**src/hdl/assert_macros.svh**
```systemverilog
// assertion macros for the top-level rtl file
// no dependencies; empty bodies when SYNTH is defined
`ifndef ASSERT_MACROS_SVH
`define ASSERT_MACROS_SVH

`ifndef SYNTH
// same-cycle implication
`define ASSERT_IMPLIES(label, clk, rst_n, a, c) \
  label: assert property (@(posedge clk) disable iff (!rst_n) (a) |-> (c)) \
    else $error("assertion failed: a |-> c");
// next-cycle implication
`define ASSERT_NEXT(label, clk, rst_n, a, c) \
  label: assert property (@(posedge clk) disable iff (!rst_n) (a) |=> (c)) \
    else $error("assertion failed: a |=> c");
`else
`define ASSERT_IMPLIES(label, clk, rst_n, a, c)
`define ASSERT_NEXT(label, clk, rst_n, a, c)
`endif

`endif

```
**src/hdl/tmss_pkg.sv**
```systemverilog
// types, codes and constants of the tile map store with scroll refresh
// no dependencies
package tmss_pkg;

  localparam int MAX_DIM     = 128;
  localparam int COORD_W     = $clog2(MAX_DIM);
  localparam int STORE_DEPTH = MAX_DIM * MAX_DIM;
  localparam int ADDR_W      = $clog2(STORE_DEPTH);
  localparam int TILE_W      = 8;
  localparam int PIX_W       = 16;
  localparam int SCR_W       = 5;
  localparam int LOG_W       = 3;
  localparam int CFG_IDX_W   = 1;
  localparam int VIEW_COLS_DEF = 21;
  localparam int VIEW_ROWS_DEF = 15;
  localparam logic [PIX_W-1:0] SCROLL_BIAS = 16'd16;
  localparam logic [LOG_W-1:0] LOG_RESET   = 3'd7;

  typedef enum logic [1:0] {
    CMD_SET    = 2'd0,
    CMD_READ   = 2'd1,
    CMD_FILL   = 2'd2,
    CMD_SCROLL = 2'd3
  } tmss_cmd_t;

  typedef enum logic [1:0] {
    KIND_DRAW = 2'd0,
    KIND_READ = 2'd1,
    KIND_SREG = 2'd2,
    KIND_DONE = 2'd3
  } tmss_kind_t;

  typedef enum logic [CFG_IDX_W-1:0] {
    REG_WIDTH_LOG2  = 1'd0,
    REG_HEIGHT_LOG2 = 1'd1
  } tmss_reg_t;

  typedef enum logic [3:0] {
    ST_IDLE,
    ST_SET,
    ST_FILL,
    ST_DONE_OUT,
    ST_READ,
    ST_READ_OUT,
    ST_SCROLL,
    ST_COL_RD,
    ST_COL_OUT,
    ST_ROW_CHECK,
    ST_ROW_RD,
    ST_ROW_OUT,
    ST_SREG_OUT
  } tmss_state_t;

  typedef struct packed {
    logic [1:0]         cmd;
    logic [PIX_W-1:0]   x;
    logic [PIX_W-1:0]   y;
    logic [COORD_W-1:0] x_other;
    logic [COORD_W-1:0] y_other;
    logic [TILE_W-1:0]  value;
  } tmss_item_t;

  typedef struct packed {
    logic [1:0]        kind;
    logic [SCR_W-1:0]  screen_col;
    logic [SCR_W-1:0]  screen_row;
    logic [TILE_W-1:0] tile;
    logic [PIX_W-1:0]  hscroll;
    logic [PIX_W-1:0]  vscroll;
    logic              last;
  } tmss_result_t;

  // commands from controller to datapath
  typedef struct packed {
    logic       latch;
    logic       mem_we;
    logic       mem_re;
    logic       fill_step;
    logic       col_setup;
    logic       col_step;
    logic       row_setup;
    logic       row_step;
    logic       commit;
    logic       out_load;
    tmss_kind_t out_kind;
    logic       out_last;
  } tmss_ctl_t;

  // status from datapath to controller
  typedef struct packed {
    logic col_chg;
    logic row_chg;
    logic fill_end;
    logic col_end;
    logic row_end;
    logic out_free;
  } tmss_sts_t;

endpackage

```
**src/hdl/tmss_ctrl.sv**
```systemverilog
// command sequencer: walks each item through its cycles
// depends on tmss_pkg
module tmss_ctrl import tmss_pkg::*; (
  input  logic      clk,
  input  logic      rst_n,
  input  logic      in_valid,
  input  logic [1:0] in_cmd,
  output logic      in_ready,
  input  tmss_sts_t sts,
  output tmss_ctl_t ctl
);

  tmss_state_t state_r, state_nxt;

  // state register
  always_ff @(posedge clk) begin
    if (!rst_n) begin
      state_r <= ST_IDLE;
    end else begin
      state_r <= state_nxt;
    end
  end

  // next state
  always_comb begin
    state_nxt = state_r;
    unique case (state_r)
      ST_IDLE: begin
        if (in_valid) begin
          unique case (tmss_cmd_t'(in_cmd))
            CMD_SET:    state_nxt = ST_SET;
            CMD_READ:   state_nxt = ST_READ;
            CMD_FILL:   state_nxt = ST_FILL;
            CMD_SCROLL: state_nxt = ST_SCROLL;
            default:    state_nxt = ST_IDLE;
          endcase
        end
      end
      ST_SET:      state_nxt = ST_DONE_OUT;
      ST_FILL:     if (sts.fill_end) state_nxt = ST_DONE_OUT;
      ST_DONE_OUT: if (sts.out_free) state_nxt = ST_IDLE;
      ST_READ:     state_nxt = ST_READ_OUT;
      ST_READ_OUT: if (sts.out_free) state_nxt = ST_IDLE;
      ST_SCROLL: begin
        priority if (sts.col_chg) state_nxt = ST_COL_RD;
        else if (sts.row_chg)     state_nxt = ST_ROW_RD;
        else                      state_nxt = ST_SREG_OUT;
      end
      ST_COL_RD:   state_nxt = ST_COL_OUT;
      ST_COL_OUT: begin
        if (sts.out_free) state_nxt = sts.col_end ? ST_ROW_CHECK : ST_COL_RD;
      end
      ST_ROW_CHECK: state_nxt = sts.row_chg ? ST_ROW_RD : ST_SREG_OUT;
      ST_ROW_RD:   state_nxt = ST_ROW_OUT;
      ST_ROW_OUT: begin
        if (sts.out_free) state_nxt = sts.row_end ? ST_SREG_OUT : ST_ROW_RD;
      end
      ST_SREG_OUT: if (sts.out_free) state_nxt = ST_IDLE;
      default:     state_nxt = ST_IDLE;
    endcase
  end

  // outputs
  always_comb begin
    ctl          = '0;
    ctl.out_kind = KIND_DONE;
    in_ready     = 1'b0;
    unique case (state_r)
      ST_IDLE: begin
        in_ready  = 1'b1;
        ctl.latch = in_valid;
      end
      ST_SET:  ctl.mem_we = 1'b1;
      ST_FILL: begin
        ctl.mem_we    = 1'b1;
        ctl.fill_step = 1'b1;
      end
      ST_DONE_OUT: begin
        ctl.out_load = sts.out_free;
        ctl.out_kind = KIND_DONE;
        ctl.out_last = 1'b1;
      end
      ST_READ: ctl.mem_re = 1'b1;
      ST_READ_OUT: begin
        ctl.out_load = sts.out_free;
        ctl.out_kind = KIND_READ;
        ctl.out_last = 1'b1;
      end
      ST_SCROLL: begin
        priority if (sts.col_chg) ctl.col_setup = 1'b1;
        else if (sts.row_chg)     ctl.row_setup = 1'b1;
        else                      ctl.row_setup = 1'b0;
      end
      ST_COL_RD: ctl.mem_re = 1'b1;
      ST_COL_OUT: begin
        ctl.out_load = sts.out_free;
        ctl.col_step = sts.out_free;
        ctl.out_kind = KIND_DRAW;
      end
      ST_ROW_CHECK: ctl.row_setup = sts.row_chg;
      ST_ROW_RD: ctl.mem_re = 1'b1;
      ST_ROW_OUT: begin
        ctl.out_load = sts.out_free;
        ctl.row_step = sts.out_free;
        ctl.out_kind = KIND_DRAW;
      end
      ST_SREG_OUT: begin
        ctl.out_load = sts.out_free;
        ctl.commit   = sts.out_free;
        ctl.out_kind = KIND_SREG;
        ctl.out_last = 1'b1;
      end
      default: in_ready = 1'b0;
    endcase
  end

endmodule

```
**config.mk**
```make
export PLATFORM = sky130hd
export DESIGN_NAME = tmss_ctrl
export DESIGN_NICKNAME = d
export VERILOG_FILES = /design/src/hdl/assert_macros.svh /design/src/hdl/tmss_pkg.sv /design/src/hdl/tmss_ctrl.sv
export SDC_FILE = /design/constraint.sdc
export NUM_CORES = 1
export LEC_CHECK = 0
export BUFFER_PORTS_ARGS = -buffer_cell sky130_fd_sc_hd__clkbuf_2
export CAP_MARGIN = 30
export CORE_AREA = 2 2 39 41
export CTS_CLUSTER_SIZE = 30
export DETAILED_ROUTE_END_ITERATION = 6
export DIE_AREA = 0 0 41 43
export GPL_TIMING_DRIVEN = 0
export PLACE_DENSITY_LB_ADDON = 0.2
export REMOVE_ABC_BUFFERS = 1
export SYNTH_ARGS = -nofsm -noshare
export SYNTH_HDL_FRONTEND = slang
export SYNTH_SLANG_ARGS = --single-unit
```
**constraint.sdc**
```tcl
create_clock -name clk -period 3.6 [get_ports clk]
set_input_delay 0.9 -clock clk [delete_from_list [all_inputs] [get_ports clk]]
set_output_delay 0.9 -clock clk [all_outputs]
set_load 0.1 [all_outputs]
```
==> results.py <==
metrics = {
    "cells_and_area": {
        "largest_reg_flops": 4,
        "areaGrowthSynthToFinish_pct": 22.5,
        "final_net_count": 119,
        "drive_above_1_share": 0.340,
        "design_area_um2": 722,
        "num-fill-cells": 150,
        "top_register": "state_r",
        "top_regs": "state_r x4",
        "antenna_cells": 0,
    },
    "route": {
        "routedWlPerCell_um": 12.9,
        "viasPerCell": 5.65,
        "totalWireLength_um": 1570,
        "vias": 689,
        "drcViolationCount": 0,
        "detail-route-antenna-nets": 0,
        "drtIter0Drc": 18,
        "dr.pass1.iters": 4,
    },
    "power": {
        "combPwrFrac": 0.751,
        "peakVddDrop_v": 0.000657,
        "switching_power_mw": 0.510,
        "p_clk_frac": 0.074,
        "p_per_area_nw_per_um2": 1030,
        "finalPower_mw": 0.742,
        "power_frac_seq": 0.174,
        "p_sw_frac": 0.687,
        "p_int_mw": 0.232,
        "p_leak_nw": 0.307,
    },
    "setup_path": {
        "worstSetupStartpointType": "register",
        "end_kind": "output pin",
        "cp.arrival_ns": 2.10,
        "cpMaxStageDelayCell": "dfxtp_1",
        "path_max_fanout": 15,
        "critical_path_required_ns": 2.70,
        "crit_type": "reg2out",
        "max_stage_delay_ns": 0.62,
        "path_cells": "nand2b_2 > nor2_1 > a21o_1 > a22oi_1 > clkbuf_2",
    },
    "clocking": {
        "cts_sinks": 4,
        "cts_htree_levels": 1,
        "clock_path_buffers": 2,
        "clkLatencyLatePin_ns": 0.23,
        "cts_hold_buf": 0,
        "cts-root-buf": "clkbuf_4",
        "cts_resized": 0,
        "post_cts_buffers": 0,
        "cts_made_buffers": 3,
        "clkTransAtPathRegs_ns": 0.04,
        "cts_tree": "yes",
    },
    "yosys": {
        "synth-edff-count": 0,
        "syn_inst": 84,
        "ys_top_cells_by_area": "dfxtp_1, o21ai_1, nor2_1",
        "yosysTopAreaCell": "dfxtp_1",
        "syn_area_per_cell_um2": 7.02,
        "synth-seq-area-share": 0.136,
        "ys_ff_latch": 4,
        "netlist_top_cells_count": "nor2_1, o21ai_1, nand2_1, o21ai_0",
        "ys_warn_count": 0,
        "synth_top_area_frac": 0.136,
        "syn-cell-area_um2": 589,
        "synth.distinct_cells": 41,
        "synth_ff_type": "dfxtp_1",
        "async_flop_share": 0,
    },
    "grt": {
        "grt_overflow": 0,
        "grt_use_total": 0.191,
        "grt_pass1_vias": 578,
        "grt_max_degree": 23,
        "grt_pass1_wl_um": 2350,
        "antenna_found_initial": 0,
    },
    "timing": {
        "final_max_slew_viol_count": 0,
        "final-setup-viol-count": 0,
        "fmax_mhz": 333,
        "fin_skew_ns": 0.00339,
        "worst_hold_slack_ns": 0.729,
        "worst_slew_pin_slew_ns": 0.797,
        "slew_headroom": 0.468,
        "hold_violations": 0,
        "fin_crit_ns": 3.00,
        "fin_crit_sh": 0.833,
        "rsz0062_at_grt": "false",
    },
    "run": {
        "drv_cap": 0,
    },
    "floorplan": {
        "rows": 14,
        "start_util": 0.426,
        "ios": 25,
        "die_h_um": 43,
        "dieArea_um2": 1760,
        "fp.coreArea_um2": 1380,
        "die_width_um": 41,
    },
    "place": {
        "postPlaceCellArea_um2": 699,
        "io_buffers": 24,
        "dp_hpwl_um": 1200,
        "gp_congestion": 0.836,
    },
    "run_status": {
        "status": "finished clean",
    },
    "hold_path": {
        "hp-class": "reg2reg",
    },
}
cell families after synthesis:
kind of cell    Yosys count  share of synthesized area
mux                       2                     0.0340
flops                     4                      0.136
buf+inv                   9                     0.0807
compound gates           31                      0.367
xor+xnor                  1                     0.0149
simple gates             37                      0.367
metal layers:
metal | up-vias | routed length (um) | share of wire | GRT usage
li1 | 361 | - | - | -
met1 | 310 | 692 | 0.44 | 0.275
met2 | 16 | 808 | 0.52 | 0.278
met3 | 2 | 51 | 0.033 | 0
met4 | 0 | 15 | 0.0096 | 0.100
met5 | - | 0 | 0 | 0
final cells by class:
class	count	area, um^2	area share
Multi-Input combinational cell	71	462	0.640
Timing Repair Buffer	24	120	0.166
Sequential cell	4	80.1	0.111
Clock buffer	3	22.5	0.0312
Tap cell	16	20.0	0.0277
Inverter	4	17.5	0.0243
power by group through the flow:
stage	Sequential, mW	Clock, mW	Combinational [mW]
after floorplan	0.112	0	0.481
after global placement	0.130	0	0.554
after detailed placement	0.130	0	0.558
after CTS	0.128	0.0578	0.559
after global routing	0.134	0.0583	0.591
final	0.130	0.0552	0.558
worst max-delay path: cells and delay by family, from the launching register on:
kind                   cells  cell delay [ns]
DFF                        1             0.62
and+or+nand+nor            2             0.39
AOI/OAI and AO/OA          2             0.35
buffers and inverters      1             0.49
cells in the final DEF, fill, tap and decap left out, drive strengths merged, types with 2 or more instances in the layout:
cell type / n
nand2: 6
clkbuf: 27
mux2i: 2
nor4: 2
nor2b: 2
dfxtp: 4
nand2b: 5
o21ai: 12
inv: 4
nor2: 7
a31oi: 2
o22ai: 2
nor3: 4
and2: 4
a21oi: 4
nand4: 2
and3: 4
worst paths after layout:
kind | to | startpoint | slack [ns] | cells after the start
max | ctl[2] | state_r[3]$_SDFFE_PN0P_ | 0.60 | 5
min | state_r[0]$_SDFFE_PN0P_ | state_r[0]$_SDFFE_PN0P_ | 0.73 | 2
max reg2reg | state_r[2]$_SDFFE_PN0P_ | state_r[1]$_SDFFE_PN0P_ | 1.76 | 5
min reg2reg | state_r[0]$_SDFFE_PN0P_ | state_r[0]$_SDFFE_PN0P_ | 0.73 | 2
per-stage QoR:
| step | setup TNS, ns | setup slack [ns] | instances | utilization |
|---|---|---|---|---|
| CTS | 0 | 0.609 | 122 | 0.522 |
| floorplan | -3.05 | -1.08 | 79 | - |
| finish | 0 | 0.601 | 122 | 0.522 |
| detailed placement | 0 | 0.833 | 119 | 0.505 |
| global route | 0 | 0.474 | 122 | 0.522 |
| global placement | 0 | 0.838 | 119 | 0.505 |
Power figures use the tool's default switching activity.
